**config.mk**
```make
export PLATFORM = sky130hd
export DESIGN_NAME = date_difference_in_days
export DESIGN_NICKNAME = d
export VERILOG_FILES = /design/src/hw/rtl/ddd_pkg.sv /design/src/hw/rtl/ddd_ctrl.sv /design/src/hw/rtl/ddd_datapath.sv /design/src/hw/rtl/date_difference_in_days.sv
export SDC_FILE = /design/constraint.sdc
export NUM_CORES = 1
export LEC_CHECK = 0
export BUFFER_PORTS_ARGS = -buffer_cell sky130_fd_sc_hd__buf_2
export CAP_MARGIN = 20
export CORE_MARGIN = 2
export CORE_UTILIZATION = 42
export CTS_BUF_LIST = sky130_fd_sc_hd__clkbuf_16
export CTS_CLUSTER_SIZE = 40
export DETAILED_ROUTE_END_ITERATION = 10
export HOLD_SLACK_MARGIN = 0.03
export MAX_ROUTING_LAYER = met4
export PLACE_DENSITY = 0.61
export SLEW_MARGIN = 20
export SYNTH_ARGS = -nofsm -noshare
export SYNTH_HDL_FRONTEND = slang
export SYNTH_HIERARCHICAL = 1
export SYNTH_SLANG_ARGS = --single-unit
```
**constraint.sdc**
```tcl
create_clock -name clk -period 10.91 [get_ports clk]
set_input_delay 1.6365 -clock clk [delete_from_list [all_inputs] [get_ports clk]]
set_output_delay 1.6365 -clock clk [all_outputs]
set_load 0.005 [all_outputs]
```
**src/hw/rtl/ddd_pkg.sv**
```systemverilog
// shared types, constants and the month table for the date difference block
// used by ddd_ctrl, ddd_datapath and date_difference_in_days
package ddd_pkg;

  localparam int YEAR_W  = 14;
  localparam int MONTH_W = 4;
  localparam int DAY_W   = 5;
  localparam int COUNT_W = 23;

  // divide by 100 as (n >> 2) * 5243 >> 17, exact for n below 2**14
  localparam int QUOT_W      = 8;
  localparam int RECIP_W     = 13;
  localparam int RECIP_SHIFT = 17;
  localparam logic [RECIP_W-1:0] RECIP_25 = 13'd5243;

  localparam logic [COUNT_W-1:0] DAYS_PER_YEAR = 23'd365;
  localparam logic [MONTH_W-1:0] MONTH_MARCH   = 4'd3;

  typedef struct packed {
    logic load;       // capture a new request
    logic sel;        // 0 start date, 1 end date
    logic div_p;      // register (year-1)/100
    logic div_y;      // register year/100
    logic acc_first;  // acc = -value
    logic acc_next;   // acc = acc + value
  } cmd_t;

  typedef struct packed {
    logic order_err;
  } status_t;

  // days in the months before the given one, non-leap
  function automatic logic [8:0] days_before_month(input logic [MONTH_W-1:0] m);
    logic [8:0] n;
    begin
      case (m) inside
        4'd0, 4'd1: n = 9'd0;
        4'd2:       n = 9'd31;
        4'd3:       n = 9'd59;
        4'd4:       n = 9'd90;
        4'd5:       n = 9'd120;
        4'd6:       n = 9'd151;
        4'd7:       n = 9'd181;
        4'd8:       n = 9'd212;
        4'd9:       n = 9'd243;
        4'd10:      n = 9'd273;
        4'd11:      n = 9'd304;
        default:    n = 9'd334;  // december and beyond
      endcase
      return n;
    end
  endfunction

endpackage

```
**src/hw/rtl/ddd_ctrl.sv**
```systemverilog
// sequencer for the date difference block: handshakes and datapath commands
// depends on ddd_pkg
module ddd_ctrl (
  input  logic             clk,
  input  logic             rst,
  input  logic             in_valid,
  output logic             in_ready,
  output logic             out_valid,
  input  logic             out_ready,
  output ddd_pkg::cmd_t    cmd,
  input  ddd_pkg::status_t status
);
  import ddd_pkg::*;

  localparam logic [2:0] S_IDLE  = 3'd0;
  localparam logic [2:0] S_DIV_P = 3'd1;
  localparam logic [2:0] S_DIV_Y = 3'd2;
  localparam logic [2:0] S_ACC   = 3'd3;
  localparam logic [2:0] S_DONE  = 3'd4;

  logic [2:0] state;
  logic [2:0] state_next;
  logic       sel;
  logic       sel_next;

  always_ff @(posedge clk) begin
    if (rst) begin
      state <= S_IDLE;
      sel   <= 1'b0;
    end else begin
      state <= state_next;
      sel   <= sel_next;
    end
  end

  always_comb begin
    state_next = state;
    sel_next   = sel;
    cmd        = '0;
    cmd.sel    = sel;
    in_ready   = 1'b0;
    out_valid  = 1'b0;
    unique case (state)
      S_IDLE: begin
        in_ready = 1'b1;
        if (in_valid) begin
          cmd.load   = 1'b1;
          sel_next   = 1'b0;
          state_next = S_DIV_P;
        end
      end
      S_DIV_P: begin
        if (status.order_err) begin
          state_next = S_DONE;
        end else begin
          cmd.div_p  = 1'b1;
          state_next = S_DIV_Y;
        end
      end
      S_DIV_Y: begin
        cmd.div_y  = 1'b1;
        state_next = S_ACC;
      end
      S_ACC: begin
        cmd.acc_first = !sel;
        cmd.acc_next  = sel;
        if (sel) begin
          state_next = S_DONE;
        end else begin
          sel_next   = 1'b1;
          state_next = S_DIV_P;
        end
      end
      S_DONE: begin
        out_valid = 1'b1;
        if (out_ready) state_next = S_IDLE;
      end
      default: state_next = S_IDLE;
    endcase
  end

endmodule

```
**src/hw/rtl/ddd_datapath.sv**
```systemverilog
// request registers, shared divide-by-100 unit and day accumulator
// depends on ddd_pkg
module ddd_datapath (
  input  logic                                clk,
  input  ddd_pkg::cmd_t                       cmd,
  output ddd_pkg::status_t                    status,
  input  logic [ddd_pkg::YEAR_W-1:0]          start_year,
  input  logic [ddd_pkg::MONTH_W-1:0]         start_month,
  input  logic [ddd_pkg::DAY_W-1:0]           start_day,
  input  logic [ddd_pkg::YEAR_W-1:0]          end_year,
  input  logic [ddd_pkg::MONTH_W-1:0]         end_month,
  input  logic [ddd_pkg::DAY_W-1:0]           end_day,
  output logic signed [ddd_pkg::COUNT_W-1:0]  day_count,
  output logic                                order_error
);
  import ddd_pkg::*;

  logic [YEAR_W-1:0]  y1, y2;
  logic [MONTH_W-1:0] m1, m2;
  logic [DAY_W-1:0]   d1, d2;
  logic               err;
  logic [QUOT_W-1:0]  cp;   // (year-1)/100
  logic [QUOT_W-1:0]  cy;   // year/100
  logic [COUNT_W-1:0] acc;

  logic [YEAR_W-1:0]          y;
  logic [MONTH_W-1:0]         m;
  logic [DAY_W-1:0]           d;
  logic [YEAR_W-1:0]          p;
  logic [YEAR_W-1:0]          div_in;
  logic [YEAR_W-3:0]          div_q4;
  logic [YEAR_W-2+RECIP_W-1:0] prod;
  logic [QUOT_W-1:0]          quot;
  logic                       leap;
  logic [COUNT_W-1:0]         year_term;
  logic [COUNT_W-1:0]         doy;
  logic [COUNT_W-1:0]         value;

  assign y = cmd.sel ? y2 : y1;
  assign m = cmd.sel ? m2 : m1;
  assign d = cmd.sel ? d2 : d1;
  assign p = y - YEAR_W'(1);

  // shared divide by 100
  assign div_in = cmd.div_p ? p : y;
  assign div_q4 = div_in[YEAR_W-1:2];
  assign prod   = YEAR_W'(div_q4) * (YEAR_W-2+RECIP_W)'(RECIP_25);
  assign quot   = prod[RECIP_SHIFT +: QUOT_W];

  // year/100 differs from (year-1)/100 exactly on century years
  assign leap = (y == '0) ||
                ((y[1:0] == 2'b00) && (cy == cp)) ||
                (cy[QUOT_W-1:2] != cp[QUOT_W-1:2]);

  always_comb begin
    if (y == '0) begin
      year_term = '0;
    end else begin
      year_term = COUNT_W'(y) * DAYS_PER_YEAR
                + COUNT_W'(p[YEAR_W-1:2])
                - COUNT_W'(cp)
                + COUNT_W'(cp[QUOT_W-1:2])
                + COUNT_W'(1);
    end
    doy   = COUNT_W'(days_before_month(m))
          + COUNT_W'(leap && (m >= MONTH_MARCH))
          + COUNT_W'(d);
    value = year_term + doy;
  end

  always_ff @(posedge clk) begin
    if (cmd.load) begin
      y1  <= start_year;
      m1  <= start_month;
      d1  <= start_day;
      y2  <= end_year;
      m2  <= end_month;
      d2  <= end_day;
      err <= end_year < start_year;
    end
    if (cmd.div_p) cp <= quot;
    if (cmd.div_y) cy <= quot;
    if (cmd.acc_first) acc <= COUNT_W'(0) - value;
    else if (cmd.acc_next) acc <= acc + value;
  end

  assign status.order_err = err;
  assign day_count        = err ? '0 : $signed(acc);
  assign order_error      = err;

endmodule

```
**src/hw/rtl/date_difference_in_days.sv**
```systemverilog
// top level of the gregorian date difference block
// depends on ddd_pkg, ddd_ctrl and ddd_datapath
//
//   channel  signals                     carries
//   in       in_valid / in_ready         start and end dates (year, month, day)
//   out      out_valid / out_ready       day_count, order_error
//
// after accept, the start date and then the end date each pass through S_DIV_P
// ((year-1)/100) and S_DIV_Y (year/100) in the shared divide unit, then S_ACC;
// out_valid rises in S_DONE; with out_ready high the sequencer goes back to idle
// an order error skips the arithmetic and goes from S_DIV_P straight to S_DONE
// one request at a time: in_ready is high only while idle
// the result holds while out_ready is low; rst returns the sequencer to idle
module date_difference_in_days (
  input  logic                                clk,
  input  logic                                rst,
  input  logic                                in_valid,
  output logic                                in_ready,
  input  logic [ddd_pkg::YEAR_W-1:0]          start_year,
  input  logic [ddd_pkg::MONTH_W-1:0]         start_month,
  input  logic [ddd_pkg::DAY_W-1:0]           start_day,
  input  logic [ddd_pkg::YEAR_W-1:0]          end_year,
  input  logic [ddd_pkg::MONTH_W-1:0]         end_month,
  input  logic [ddd_pkg::DAY_W-1:0]           end_day,
  output logic                                out_valid,
  input  logic                                out_ready,
  output logic signed [ddd_pkg::COUNT_W-1:0]  day_count,
  output logic                                order_error
);
  import ddd_pkg::*;

  cmd_t    cmd;
  status_t status;

  ddd_ctrl u_ctrl (
    .clk       (clk),
    .rst       (rst),
    .in_valid  (in_valid),
    .in_ready  (in_ready),
    .out_valid (out_valid),
    .out_ready (out_ready),
    .cmd       (cmd),
    .status    (status)
  );

  ddd_datapath u_datapath (
    .clk         (clk),
    .cmd         (cmd),
    .status      (status),
    .start_year  (start_year),
    .start_month (start_month),
    .start_day   (start_day),
    .end_year    (end_year),
    .end_month   (end_month),
    .end_day     (end_day),
    .day_count   (day_count),
    .order_error (order_error)
  );

endmodule
```
-- Word-level counts from Yosys, hierarchy flattened
Cells that the tools add are included.
- reductions and logical operators: 14
- $mul: 2
- add/subtract/negate cells: 10
- mux-type cells: 34
- equality and inequality tests: 19
- $lt $le $gt $ge: 2
- operator list (kind ; number):
    $mux 23 ; 4
    $mux 9 ; 10
    $add 23x23->23 ; 2
    $mux 14 ; 2
    $mul 12x13->25 const B ; 1
    $add 23x1->23 const B ; 1
    $add 23x12->23 ; 1
    $add 23x5->23 ; 1
    $add 23x6->23 ; 1
    $mul 14x9->23 const B ; 1
    $sub 1x23->23 const A ; 1
    $sub 23x8->23 ; 1
    $eq 4x3->1 const B ; 4
    $eq 4x4->1 const B ; 4
    $pmux 3 s5 ; 1
    $logic_not 14->1 ; 1
    $lt 14x14->1 ; 1
    $sub 14x1->14 const B ; 1
    $mux 3 ; 4
    $add 9x1->10 ; 1
    $eq 4x2->1 const B ; 2
    $eq 8x8->1 ; 1
    $mux 1 ; 8
    $mux 7 ; 1
    20 further kinds ; 26
- flip-flop bits (word level): 90
- input bits: 50

-- Longest topological paths before layout
- depth after elaboration: 19
- gate-level depth with buffers: 44
- gate-level depth less buffers: 41

-- Cells and area by module
Netlist, hierarchy kept.
- by module, submodules not included (module ; times used ; seq. area each (um^2) ; area an instance (um^2) ; cells each):
    ddd_datapath ; 1 ; 2582.5 ; 13325.3 ; 1372
    ddd_ctrl ; 1 ; 80.1 ; 252.7 ; 29

-- Worst setup path after synthesis
OpenSTA, ideal clock, no wires.
- path type: register to register
- start point: reg u_ctrl.sel
- end point: reg u_datapath.acc[22] (data pin)
- setup slack: 661 ps
- stages on the path, launching flop included: 41
- arrival: 9987 ps
- path buffers: 3
- clock period less this slack: 10249 ps
- library setup time: 261 ps
- cell sequence: dfxtp_1 > buf_4 > clkbuf_1 > buf_1 > mux2i_1 > ha_1 > nand2_1 > a21boi_0 > nand2_1 > xnor2_1 > fa_1 > fa_1 > fa_1 > inv_1 > fa_1 > inv_1 > ha_1 > o211ai_1 > [5 not listed] > o21a_1 > a21oi_1 > o21ai_0 > nand4b_1 > nor2_1 > xor2_1 > inv_1 > ha_1 > a21oi_1 > o21ai_0 > or3_1 > o22ai_1 > o21ai_0 > a41oi_1 > nor3b_1 > a2111oi_0 > a41oi_1 > xnor2_1
- longest elaborated chain between the ends: 19
- elaborated cells on any way between the ends: 50
- ends and longest elaborated chain (what ; line ; text):
    start: declaration ; ddd_ctrl.sv:23 ; logic sel;
    start signal: assignment ; ddd_ctrl.sv:32 ; sel <= sel_next;
    branches (longest 18 deep; another with $mul 14x9->23) ; - ;
    $mux 23 * ; ddd_datapath.sv:83 ; if (cmd.acc_first) acc <= COUNT_W'(0) - value;
    end signal: assignment ; ddd_datapath.sv:83 ;
    end signal: assignment ; ddd_datapath.sv:84 ; else if (cmd.acc_next) acc <= acc + value;
    end: declaration ; ddd_datapath.sv:24 ; logic [COUNT_W-1:0] acc;
Mark *: on every way between the ends. The select of a mux whose other input is x is not followed.
A chain may end at the register's enable or synchronous reset.

-- Final worst setup path
Ends and elaborated chain as after synthesis.

==> impl_metrics.py <==
metrics = {
    "run_status": {
        "status": "finished, final reports clean",
    },
    "yosys": {
        "synth-seq-cells": 90,
        "synth.distinct_cells": 78,
        "yosys-top-cells-count": "inv_1, ha_1, fa_1, edfxtp_1, a21oi_1",
        "synth_area_sq_um": 13600,
        "synth_area_leaders": "ha_1, fa_1, edfxtp_1, inv_1, xnor2_1",
        "synthMuxAreaShare": 0.0257,
        "synth-simple-area-share": 0.103,
        "synth_most_common_cell": "inv_1",
        "ys_seq_area_frac": 0.196,
        "synth_adder_area_share": 0.406,
        "yosysWarnings": 6,
        "synth_top_area_frac": 0.210,
        "synth_top_family_by_area": "adder cells",
        "syn_nets": 1812,
        "synth_ff_type": "edfxtp_1",
        "synth-edff-count": 86,
        "synth_compound_area_frac": 0.113,
        "synth_xor_area_frac": 0.0663,
        "synth_area_leader_cell": "ha_1",
        "netlist_instances": 1401,
        "async_flop_share": 0,
        "synth.avg_cell_area_sq_um": 9.69,
    },
    "global_route": {
        "grt_max_degree": 35,
        "grtUsageTotal": 0.180,
        "grt_antenna_before_repair": 1,
        "grt_overflow_total": 0,
        "grt_pass1_vias": 9594,
        "grt_pass1_wl_um": 47400,
    },
    "clock_tree": {
        "cts.hold.buffers_added": 0,
        "clk-insertion-delay-late_ns": 0.36,
        "cts_sinks": 90,
        "cts_tree": "done",
        "cts-buffers-inserted": 9,
        "clockRootBuffer": "clkbuf_16",
        "clk_pin_slew_ns": 0.07,
        "h-tree-depth": 3,
        "clock_path_buffers": 2,
        "cts_setup_buffers": 0,
    },
    "die": {
        "dieArea_sq_um": 33800,
        "rows": 65,
        "core_sq_um": 31700,
        "start_util": 0.428,
        "dieWidth_um": 184,
        "io_pins": 76,
        "fp.dieH_um": 184,
    },
    "place": {
        "place_hpwl_um": 24300,
        "gp_congestion": 0.896,
        "portBuffers": 75,
    },
    "hold_path": {
        "whs_endpoint": "u_ctrl/state[0]",
        "min-delay-start": "u_ctrl/state[2]",
        "whs_path_depth": 1,
        "hold_class": "reg2reg",
    },
    "sta": {
        "setup_viol": 0,
        "worst_pin_slew_ns": 0.858,
        "fmax_ghz": 0.101,
        "min_period_ns": 9.93,
        "rsz0062_at_grt": "false",
        "relSlewSlack": 0.428,
        "tns_ns": 0,
        "finalHoldViolations": 0,
        "fin_skew_ns": 0.0153,
        "slew_violations": 0,
        "finalCritPeriodShare": 0.910,
    },
    "setup_path": {
        "r2r_start": "u_ctrl/sel",
        "startpoint_type": "register",
        "cp_max_fo": 15,
        "cp_num_buf_inv": 7,
        "cp_top_family": "adder cells",
        "cp.required_ns": 11.02,
        "r2r_slack_ns": 0.98,
        "startpoint": "u_ctrl/sel",
        "rr_endpoint": "u_datapath/acc[22]",
        "ff2ff_path_depth": 39,
        "cp-end-kind": "register",
        "crit_arrival_ns": 10.04,
        "criticalPathCategory": "reg2reg",
        "cp_slowest_cell": "fa_1",
        "max_stage_delay_ns": 0.57,
    },
    "flow_run": {
        "max_cap_violations": 0,
    },
    "final_layout": {
        "nNetsFinal": 1893,
        "syn_to_final_growth_pct": 9.31,
        "drive_above_1_share": 0.0975,
        "num-fill-cells": 3080,
        "num_antenna_cells": 0,
    },
    "drt": {
        "finalWirelength_um": 28500,
        "drt_iter0_drc": 390,
        "drcViolationCount": 0,
        "vias": 9561,
        "drt-vias-per-instance": 5.06,
        "antenna_left": 0,
        "wire_per_inst_um": 15.1,
        "dr.pass1.iters": 5,
    },
}
## cell type report
class / count / area, sq um / area share
tap: 402 / 503 / 0.0339
timing repair buffer: 94 / 518 / 0.0349
clock buffer: 9 / 225 / 0.0152
inverter: 292 / 1100 / 0.0738
sequential: 90 / 2660 / 0.179
multi-input combinational: 995 / 9740 / 0.656
clock inverter: 7 / 93.8 / 0.00632
## state kept, by name (all words and copies together) (netlist names)
name and count:
u_datapath/order_error 1, u_ctrl/sel 1, u_datapath/y2 14, u_datapath/d2 5
u_datapath/acc 23, u_ctrl/state 3, u_datapath/m1 4, u_datapath/cp 8
u_datapath/y1 14, u_datapath/m2 4, u_datapath/d1 5, u_datapath/cy 8
## kinds of logic after synthesis
family	Yosys count
multiplexers	34
buffers and inverters	316
flip-flops	90
AND/OR/NAND/NOR	264
AO/OA/AOI/OAI	234
adder cells (fa/ha/maj)	361
XOR/XNOR	102
## metal layers
layer | global-route usage | up-vias | part of all wire
met2 | 0.297 | 148 | 0.47
met1 | 0.246 | 4555 | 0.49
met4 | 0.0246 | 0 | 0.0063
met5 | - | - | 0
met3 | 0.0188 | 8 | 0.032
li1 | - | 4850 | -
## stage by stage
step / utilization / area [sq um] / instances / setup WS (ns) / hold WS [ns]
finish: 0.468 / 14800 / 1889 / 0.979 / 0.613
global route: 0.468 / 14800 / 1889 / 0.00501 / 0.652
detailed placement: 0.457 / 14500 / 1873 / 0.606 / 0.595
CTS: 0.467 / 14800 / 1889 / 0.592 / 0.608
floorplan: - / 13600 / 1401 / 0.661 / 0.484
global placement: 0.457 / 14500 / 1873 / 0.894 / 0.582
## worst max-delay path by stage
stage	endpoint	slack [ns]	cells past startpoint
2_1_floorplan	u_datapath/acc[22]	0.66	40
3_3_place_gp	u_datapath/acc[22]	0.89	38
3_5_place_dp	u_datapath/acc[22]	0.61	39
4_1_cts	u_datapath/acc[22]	0.59	39
5_1_grt	u_datapath/acc[22]	0.005	39
6_report	u_datapath/acc[22]	0.98	39
## placed cells by master, fill, tap and decap left out, types with 32 or more instances in the layout
cell / Yosys / routed
nor2b_1: 32 / 32
o21ai_0: 46 / 46
xnor2_1: 65 / 65
a21oi_1: 72 / 72
edfxtp_1: 86 / 86
nor2_1: 55 / 53
buf_2: 2 / 75
xor2_1: 36 / 35
fa_1: 133 / 133
nand2_1: 52 / 52
inv_1: 291 / 291
ha_1: 228 / 228
## timing repair
item,in CTS,in global routing
endpoints found under the setup margin,0,1
resized for setup,0,5
hold endpoints to repair,0,0
Power is left out: the tool's default activity adds up to more than one toggle a clock period on the data nets, which glitch-free logic cannot reach.
